==> src/rtl/bdr_pkg.sv <==
// ----------------------------------------------------------------------------
// bdr_pkg
// Shared types, constants and the digit table for the barcode digit reader.
// ----------------------------------------------------------------------------
package bdr_pkg;

    localparam int POSITION_WIDTH_DEFAULT = 32;

    // Port widths
    localparam int APB_ADDR_W = 3;
    localparam int APB_DATA_W = 32;
    localparam int S_TDATA_W  = 40;   // level, position, zero fill
    localparam int M_TDATA_W  = 16;   // busy_res, code_valid, code, zero fill

    // Register word index (paddr[2])
    localparam logic REG_DOUBLE_MODE = 1'b0;

    // Request kinds carried on s_axis_tuser
    localparam logic OP_SAMPLE = 1'b0;
    localparam logic OP_ARM    = 1'b1;

    // Edge and sample counts
    localparam logic [3:0] HEADER_EDGES = 4'd3;
    localparam logic [3:0] GUARD_EDGES  = 4'd4;
    localparam logic [3:0] ELEM_SAMPLES = 4'd8;

    typedef enum logic [2:0] {
        PH_IDLE          = 3'd0,
        PH_SEARCH_HEADER = 3'd1,
        PH_PROC_HEADER   = 3'd2,
        PH_SEARCH_GUARD  = 3'd3,
        PH_PROC_GUARD    = 3'd4,
        PH_ELEM_A        = 3'd5,
        PH_ELEM_C        = 3'd6
    } t_phase;

    typedef struct packed {
        logic [6:0] code;
        logic       valid;
        logic       busy;
    } t_result;

    typedef struct packed {
        logic       hit;
        logic [3:0] digit;
    } t_digit;

    localparam logic [6:0] CODE_L [10] = '{7'h0d, 7'h19, 7'h13, 7'h3d, 7'h23,
                                          7'h31, 7'h2f, 7'h3b, 7'h37, 7'h0b};
    localparam logic [6:0] CODE_R [10] = '{7'h72, 7'h66, 7'h6c, 7'h42, 7'h5c,
                                          7'h4e, 7'h50, 7'h44, 7'h48, 7'h74};
    localparam logic [6:0] CODE_G [10] = '{7'h27, 7'h33, 7'h1b, 7'h21, 7'h1d,
                                          7'h39, 7'h05, 7'h11, 7'h09, 7'h17};

    // Lowest matching digit wins
    function automatic t_digit lookup_digit(logic [6:0] e);
        t_digit d;
        d = '0;
        for (int i = 9; i >= 0; i--) begin
            if (CODE_L[i] == e || CODE_G[i] == e || CODE_R[i] == e) begin
                d.hit   = 1'b1;
                d.digit = 4'(i);
            end
        end
        return d;
    endfunction

endpackage

==> src/rtl/bdr_div3.sv <==
// ----------------------------------------------------------------------------
// bdr_div3
// Signed divide by three, truncating toward zero, by reciprocal multiplication.
// ----------------------------------------------------------------------------
module bdr_div3 #(
    parameter int POSITION_WIDTH = bdr_pkg::POSITION_WIDTH_DEFAULT
) (
    input  logic signed [POSITION_WIDTH-1:0] i_span,
    output logic signed [POSITION_WIDTH-1:0] o_quot
);
    localparam int W = POSITION_WIDTH;
    // ceil(2^(W+1)/3) gives the exact quotient for every magnitude up to 2^(W-1)
    localparam logic [W+1:0] TWO_POW = (W+2)'(1) << (W+1);
    localparam logic [W-1:0] RECIP   = W'((TWO_POW + (W+2)'(2)) / (W+2)'(3));

    logic [W-1:0]   w_mag;
    logic [2*W-1:0] w_prod;
    logic [W-1:0]   w_quot;

    assign w_mag  = i_span[W-1] ? W'(-i_span) : W'(i_span);
    assign w_prod = (2*W)'(w_mag) * (2*W)'(RECIP);
    assign w_quot = {1'b0, w_prod[2*W-1:W+1]};
    assign o_quot = i_span[W-1] ? W'(-w_quot) : w_quot;

endmodule

==> src/rtl/barcode_digit_reader.sv <==
// ----------------------------------------------------------------------------
// barcode_digit_reader
// Arms on request, finds a start header or guard, measures the module width
// and samples seven-bit elements; reports busy and the decoded digit code.
// ----------------------------------------------------------------------------
// Results are registered in the output stage, or in the skid stage on a stall.
// Throughput: one request per cycle; s_axis_tready drops only while a stalled
// result and the request behind it are both held in the output stages.
// Reset: synchronous, active low; phase idle, all state cleared, no result held.
module barcode_digit_reader #(
    parameter int POSITION_WIDTH = bdr_pkg::POSITION_WIDTH_DEFAULT
) (
    input  logic                            i_clk,
    input  logic                            i_rst_n,
    // configuration
    input  logic                            psel,
    input  logic                            penable,
    input  logic                            pwrite,
    input  logic [bdr_pkg::APB_ADDR_W-1:0]  paddr,
    input  logic [bdr_pkg::APB_DATA_W-1:0]  pwdata,
    output logic [bdr_pkg::APB_DATA_W-1:0]  prdata,
    output logic                            pready,
    // requests
    input  logic                            s_axis_tvalid,
    output logic                            s_axis_tready,
    input  logic [bdr_pkg::S_TDATA_W-1:0]   s_axis_tdata,  // [0] level, [32:1] position
    input  logic                            s_axis_tuser,  // [0] op
    // results
    output logic                            m_axis_tvalid,
    input  logic                            m_axis_tready,
    output logic [bdr_pkg::M_TDATA_W-1:0]   m_axis_tdata   // [0] busy_res, [1] code_valid,
                                                           // [8:2] code
);
    import bdr_pkg::*;

    localparam int W = POSITION_WIDTH;

    logic                r_double_mode;
    t_phase              r_phase, n_phase;
    logic                r_last, n_last;
    logic [3:0]          r_cnt, n_cnt;
    logic [6:0]          r_first, n_first;
    logic [6:0]          r_second, n_second;
    logic signed [W-1:0] r_span_start, n_span_start;
    logic signed [W-1:0] r_mw, n_mw;
    logic signed [W-1:0] r_nsa, n_nsa;

    logic                w_in_fire, w_out_fire, w_cfg_wr;
    logic                w_level;
    logic signed [W-1:0] w_pos, w_span, w_guard_mw, w_quot;

    t_result             n_res, r_out, r_skid;
    logic                r_out_valid, r_skid_valid;
    t_digit              w_d1, w_d2;

    // ---------------- configuration ----------------
    assign pready   = 1'b1;
    assign w_cfg_wr = psel & penable & pwrite & pready;
    assign prdata   = (paddr[APB_ADDR_W-1] == REG_DOUBLE_MODE) ?
                      {{(APB_DATA_W-1){1'b0}}, r_double_mode} : '0;

    always_ff @(posedge i_clk) begin
        if (!i_rst_n) begin
            r_double_mode <= 1'b0;
        end else if (w_cfg_wr && paddr[APB_ADDR_W-1] == REG_DOUBLE_MODE) begin
            r_double_mode <= pwdata[0];
        end
    end

    // ---------------- handshake ----------------
    assign s_axis_tready = !r_skid_valid;
    assign w_in_fire     = s_axis_tvalid && s_axis_tready;
    assign w_out_fire    = r_out_valid && m_axis_tready;

    assign w_level    = s_axis_tdata[0];
    assign w_pos      = W'(signed'(s_axis_tdata[32:1]));
    assign w_span     = w_pos - r_span_start;
    assign w_guard_mw = w_span >>> 2;

    bdr_div3 #(
        .POSITION_WIDTH(POSITION_WIDTH)
    ) u_div (
        .i_span (w_span),
        .o_quot (w_quot)
    );

    // ---------------- next state ----------------
    always_comb begin
        n_phase      = r_phase;
        n_last       = r_last;
        n_cnt        = r_cnt;
        n_first      = r_first;
        n_second     = r_second;
        n_span_start = r_span_start;
        n_mw         = r_mw;
        n_nsa        = r_nsa;

        if (w_in_fire) begin
            if (s_axis_tuser == OP_ARM) begin
                n_phase  = PH_SEARCH_HEADER;
                n_first  = '0;
                n_second = '0;
            end else begin
                case (r_phase)
                    PH_SEARCH_HEADER, PH_SEARCH_GUARD: begin
                        if (w_level) begin
                            n_span_start = w_pos;
                            n_last       = 1'b1;
                            if (r_phase == PH_SEARCH_HEADER) begin
                                n_cnt   = HEADER_EDGES;
                                n_phase = PH_PROC_HEADER;
                            end else begin
                                n_cnt   = GUARD_EDGES;
                                n_phase = PH_PROC_GUARD;
                            end
                        end
                    end
                    PH_PROC_HEADER, PH_PROC_GUARD: begin
                        if (w_level != r_last) begin
                            n_last = w_level;
                            n_cnt  = r_cnt - 4'd1;
                            if (n_cnt == 4'd0) begin
                                n_cnt = ELEM_SAMPLES;
                                if (r_phase == PH_PROC_HEADER) begin
                                    n_mw    = w_quot;
                                    n_nsa   = w_pos + (w_quot >>> 1);
                                    n_phase = PH_ELEM_A;
                                end else begin
                                    n_mw    = w_guard_mw;
                                    n_nsa   = w_pos + (w_guard_mw >>> 1);
                                    n_phase = PH_ELEM_C;
                                end
                            end
                        end
                    end
                    PH_ELEM_A, PH_ELEM_C: begin
                        if (w_pos >= r_nsa) begin
                            n_nsa = r_nsa + r_mw;
                            n_cnt = r_cnt - 4'd1;
                            if (n_cnt == 4'd0) begin
                                if (!r_double_mode || r_phase == PH_ELEM_C) begin
                                    n_phase = PH_IDLE;
                                end else begin
                                    n_phase = PH_SEARCH_GUARD;
                                end
                            end else if (r_phase == PH_ELEM_A) begin
                                n_first = {r_first[5:0], w_level};
                            end else begin
                                n_second = {r_second[5:0], w_level};
                            end
                        end
                    end
                    default: begin
                    end
                endcase
            end
        end
    end

    // ---------------- result ----------------
    assign w_d1 = lookup_digit(n_first);
    assign w_d2 = lookup_digit(n_second);

    always_comb begin
        n_res = '0;
        case (n_phase)
            PH_IDLE: begin
                if (w_d1.hit) begin
                    n_res.valid = 1'b1;
                    if (r_double_mode && w_d2.hit) begin
                        n_res.code = 7'({3'b000, w_d1.digit} * 7'd10) + {3'b000, w_d2.digit};
                    end else begin
                        n_res.code = {3'b000, w_d1.digit};
                    end
                end
            end
            PH_SEARCH_HEADER, PH_PROC_HEADER, PH_SEARCH_GUARD,
            PH_PROC_GUARD, PH_ELEM_A, PH_ELEM_C: begin
                n_res.busy = 1'b1;
            end
            default: begin
            end
        endcase
    end

    // ---------------- registers ----------------
    always_ff @(posedge i_clk) begin
        if (!i_rst_n) begin
            r_phase      <= PH_IDLE;
            r_last       <= 1'b0;
            r_cnt        <= '0;
            r_first      <= '0;
            r_second     <= '0;
            r_span_start <= '0;
            r_mw         <= '0;
            r_nsa        <= '0;
        end else begin
            r_phase      <= n_phase;
            r_last       <= n_last;
            r_cnt        <= n_cnt;
            r_first      <= n_first;
            r_second     <= n_second;
            r_span_start <= n_span_start;
            r_mw         <= n_mw;
            r_nsa        <= n_nsa;
        end
    end

    // Output register plus skid stage
    always_ff @(posedge i_clk) begin
        if (!i_rst_n) begin
            r_out_valid  <= 1'b0;
            r_skid_valid <= 1'b0;
        end else if (w_out_fire || !r_out_valid) begin
            if (r_skid_valid) begin
                r_out_valid  <= 1'b1;
                r_skid_valid <= 1'b0;
            end else begin
                r_out_valid <= w_in_fire;
            end
        end else if (w_in_fire) begin
            r_skid_valid <= 1'b1;
        end
    end

    always_ff @(posedge i_clk) begin
        if (w_out_fire || !r_out_valid) begin
            if (r_skid_valid) begin
                r_out <= r_skid;
            end else if (w_in_fire) begin
                r_out <= n_res;
            end
        end else if (w_in_fire) begin
            r_skid <= n_res;
        end
    end

    assign m_axis_tvalid = r_out_valid;
    assign m_axis_tdata  = M_TDATA_W'(r_out);

endmodule

==> config.mk <==
export PLATFORM = sky130hd
export DESIGN_NAME = barcode_digit_reader
export DESIGN_NICKNAME = d
export VERILOG_FILES = /design/src/rtl/bdr_pkg.sv /design/src/rtl/bdr_div3.sv /design/src/rtl/barcode_digit_reader.sv
export SDC_FILE = /design/constraint.sdc
export NUM_CORES = 2
export LEC_CHECK = 0
export ABC_AREA = 1
export BUFFER_PORTS_ARGS = -buffer_cell sky130_fd_sc_hd__buf_2
export CORE_ASPECT_RATIO = 0.8
export CORE_MARGIN = 10
export CORE_UTILIZATION = 60
export DETAILED_ROUTE_END_ITERATION = 6
export HOLD_SLACK_MARGIN = 0.06
export PLACE_DENSITY = 0.78
export SYNTH_ARGS = -nofsm -noshare
export SYNTH_HDL_FRONTEND = slang
export SYNTH_HIERARCHICAL = 1
export SYNTH_SLANG_ARGS = --single-unit
==> constraint.sdc <==
create_clock -name i_clk -period 20.4 [get_ports i_clk]
set_clock_uncertainty 0.1 [all_clocks]
set_input_delay 5.1 -clock i_clk [delete_from_list [all_inputs] [get_ports i_clk]]
set_output_delay 5.1 -clock i_clk [all_outputs]
set_load 0.01 [all_outputs]
==> key figures <==
Run status
  • Outcome: complete, no violations

Clock network
  • TritonCTS Sinks: ~140
  • Cts repair resizes: 0
  • Clock tree from TritonCTS: built
  • Number of hold-repair buffers added at the cts stage: 0
  • Clk root buf: sky130_fd_sc_hd__clkbuf_16
  • Clock transition at the register clock pins on the worst setup and hold paths after CTS: 0.06 ns
  • Setup bufs post-CTS: 0
  • Num CTS Buffers: 17
  • Worst-case clock buffer depth: 2
  • Maximum level of the CTS H-tree: 4
  • Insertion delay of the later-clocked pin in the worst-skew pair: around 0.44 ns

Critical path
  • Worst setup slack for register-to-register paths: 5.43 ns
  • CP max FO: 6
  • Critical path launch point type: input port
  • Critical path arrival: 19.78 ns
  • Sort of element at the end of the critical path: flip-flop
  • Register-to-Register Path Depth: 73
  • Crit-path most repeated cell: sky130_fd_sc_hd__nand2_1
  • Worst stage delay on the critical path: 0.61 ns
  • CP required: 20.68 ns
  • Cell with the largest stage delay on the worst path: sky130_fd_sc_hd__fa_1
  • Kind of critical path: input port to flip-flop

Cells and area
  • Layout cell share with drive strength beyond 1: 6.96%
  • Area of the multi-input gates: approximately 26,000 sq um
  • Antenna cells: 0
  • Area grow syn2layout: 5.17%
  • Core occupancy in the finished layout: 63.9%
  • Commonest cells after routing, fill and taps aside: 1,074 x sky130_fd_sc_hd__inv_1, 1,006 x sky130_fd_sc_hd__nand2_1, 475 x sky130_fd_sc_hd__ha_1
  • Final layout net count: 5,769
  • FF/Latch Area: 2960 sq um
  • Most common cell after layout, fill and taps aside: sky130_fd_sc_hd__inv_1
  • Filler Cell Count: 5,147

Global routing
  • Overall fraction of global-route tracks in use: 31.5%
  • Grt ovf: 0
  • Number of antenna violations at the first check in global routing: 1
  • Pin count of the biggest net entering global routing: 65
  • Vias in the first global route: between 20,000 and 30,000
  • Wire length of the first global-routing pass: 163,000 um

Hold path
  • Kind of path behind the tightest hold check: flip-flop to flip-flop
  • Worst hold stages: 2

Die
  • X dimension of the die: 285 um
  • Die area: ~66,000 sq um
  • Starting density of the core: 60.8%
  • Die height: 232 um
  • IO Pins: between 100 and 150
  • Area of the core region: 55,500 sq um
  • Std cell rows: 77

STA
  • Final-report max-slew violation count: 0
  • Final WS setup: between 0.9 and 1 ns
  • Setup repair after global routing missed its margin: false
  • Final count of hold timing violations: 0
  • Final critical-path share of the clock period: 95.6%
  • Final setup violating endpoints: 0
  • Remaining max-slew budget at the tightest pin: a little over a quarter
  • TNS Setup: 0 ns
  • Slew at the pin closest to its max-slew limit: 1.08 ns
  • Maximum frequency from static timing analysis: 51.3 MHz
  • Shortest clock period the worst path allows after layout: 19.50 ns

Drt
  • Drc violations: 0
  • Detailed Route Iter0 Violations: 3,153
  • Number of iterations in the first detailed-routing pass: 6
  • Count of vias placed by the detailed router: a little over 30,000
  • Wire length per cell: 18.6 um
  • Detailed-route wire length: 105,000 um
  • Final antenna-violating net count: 0
  • Routed vias/inst: 5.46

Synthesis
  • Gate count of the mapped netlist: 4,793
  • Synth unique cells: 74
  • Proportion of synthesized flip-flops having asynchronous set or reset: 0%
  • Post-synthesis register bit count: 139
  • Count of yosys warnings during synthesis: 6
  • Synth area leader: sky130_fd_sc_hd__fa_1
  • Synth area leaders: sky130_fd_sc_hd__fa_1 21%, sky130_fd_sc_hd__ha_1 18%, sky130_fd_sc_hd__inv_1 12%
  • Post-Syn Area per Cell: 7.04 sq um
  • Number of flops mapped to enable cells by yosys: 18
  • Area share of the largest cell type after synthesis: a little over a fifth
  • Post-synthesis cell area: 33,700 sq um
  • Post-synthesis sequential area ratio: under 10%
  • Most common flop cell mapped by yosys: sky130_fd_sc_hd__dfxtp_1

Placement
  • Final estimated routing congestion in global placement: 1.05
  • Setup slack at placement: between 0.3 and 0.4 ns
  • Post-detailed-placement half-perimeter wirelength: 91,700 um
  • Count of buffers inserted at the top-level ports: 54

Flow run
  • Number of max-capacitance violations reported: 0
-- cells in the mapped netlist (3+ instances only) --
cell type and n:
sky130_fd_sc_hd__a31oi_1 27, sky130_fd_sc_hd__nor2_2 32, sky130_fd_sc_hd__a21oi_1 282, sky130_fd_sc_hd__a221oi_1 11, sky130_fd_sc_hd__xor2_1 113, sky130_fd_sc_hd__inv_2 32
sky130_fd_sc_hd__and3_1 8, sky130_fd_sc_hd__nand3_1 165, sky130_fd_sc_hd__ha_1 475, sky130_fd_sc_hd__xnor2_1 49, sky130_fd_sc_hd__o21ai_0 213, sky130_fd_sc_hd__buf_4 39
sky130_fd_sc_hd__fa_1 356, sky130_fd_sc_hd__nand4_1 46, sky130_fd_sc_hd__o21ai_1 22, sky130_fd_sc_hd__o31ai_1 3, sky130_fd_sc_hd__nor3_2 7, sky130_fd_sc_hd__o21ai_2 7
sky130_fd_sc_hd__nand3b_1 8, sky130_fd_sc_hd__nor2_4 19, sky130_fd_sc_hd__a21boi_1 4, sky130_fd_sc_hd__clkbuf_1 46, sky130_fd_sc_hd__nand3_2 17, sky130_fd_sc_hd__buf_6 3
sky130_fd_sc_hd__nand2_2 45, sky130_fd_sc_hd__nand2_4 9, sky130_fd_sc_hd__clkinv_1 3, sky130_fd_sc_hd__nor3_1 29, sky130_fd_sc_hd__buf_2 3, sky130_fd_sc_hd__a211oi_1 6
sky130_fd_sc_hd__buf_1 4, sky130_fd_sc_hd__o21bai_1 15, sky130_fd_sc_hd__o21a_1 7, sky130_fd_sc_hd__nor2_1 379, sky130_fd_sc_hd__or2_2 12, sky130_fd_sc_hd__o211ai_1 8
sky130_fd_sc_hd__a21o_1 12, sky130_fd_sc_hd__dfxtp_1 121, sky130_fd_sc_hd__edfxtp_1 18, sky130_fd_sc_hd__nor4_1 9, sky130_fd_sc_hd__inv_1 1075, sky130_fd_sc_hd__nand2_1 1006
sky130_fd_sc_hd__and2_1 4
-- flip-flops by register name (all words and copies together), names as in the netlist --
| register | cells |
|---|---|
| r_mw | 32 |
| r_nsa | 32 |
| r_span_start | 32 |
| m_axis_tdata | 9 |
| r_skid | 9 |
| r_first | 7 |
| r_second | 7 |
| r_cnt | 4 |
| r_phase | 3 |
| m_axis_tvalid | 1 |
| r_double_mode | 1 |
| r_last | 1 |
| r_skid_valid | 1 |
-- layer usage --
metal / global-route usage, % / up-vias / part of all wire [%]
met3: 9.84 / 123 / 12
met1: 46.1 / 14200 / 46
met4: 6.01 / 0 / 1.9
met5: 0 / - / 0
li1: - / 15000 / -
met2: 44.8 / 1398 / 40
-- kinds of logic after synthesis --
| group | after synthesis | share of synthesized area [%] |
|---|---|---|
| AND/OR/NAND/NOR | 1809 | 23.5 |
| buffers and inverters | 1208 | 14.1 |
| adder cells (fa/ha/maj) | 831 | 38.7 |
| AO/OA/AOI/OAI | 641 | 10.6 |
| XOR/XNOR | 163 | 4.25 |
| flip-flops | 139 | 8.78 |
| other | 2 | 0.0223 |
-- final timing paths --
check,from,endpoint
setup / recovery,s_axis_tdata[1],r_nsa[30]$_SDFFE_PN0P_
hold / removal,r_span_start[15]$_SDFFE_PN0P_,r_span_start[15]$_SDFFE_PN0P_
setup reg to reg,r_span_start[1]$_SDFFE_PN0P_,r_nsa[30]$_SDFFE_PN0P_
hold reg to reg,r_span_start[15]$_SDFFE_PN0P_,r_span_start[15]$_SDFFE_PN0P_
-- per-stage QoR --
step	hold slack [ns]	area, sq um	instances
2_1_floorplan	0.333	33900	4830
3_5_place_dp	0.351	34900	5586
5_1_grt	0.377	35500	5618
4_1_cts	0.360	35500	5618
6_report	0.359	35500	5618
3_3_place_gp	0.345	34900	5586
-- final cells by class --
cell class	instances	share of cell area (%)
flip-flops and latches	139	8.35
clock inverters	15	0.384
inverters	1110	11.7
clock buffers	17	1.20
well taps	750	2.65
multi-input cells	3483	73.9
repair buffers	104	1.82
-- worst max-delay path: cells and delay by family --
family | cells | cell delay, ns
compound gates | 17 | 4.07
buf+inv | 12 | 1.14
fa+ha+maj | 14 | 5.79
xor+xnor | 4 | 1.09
simple gates | 25 | 2.57
Power is not shown: default switching activity piles up to over one toggle a cycle in this logic, so the estimate is an artifact.
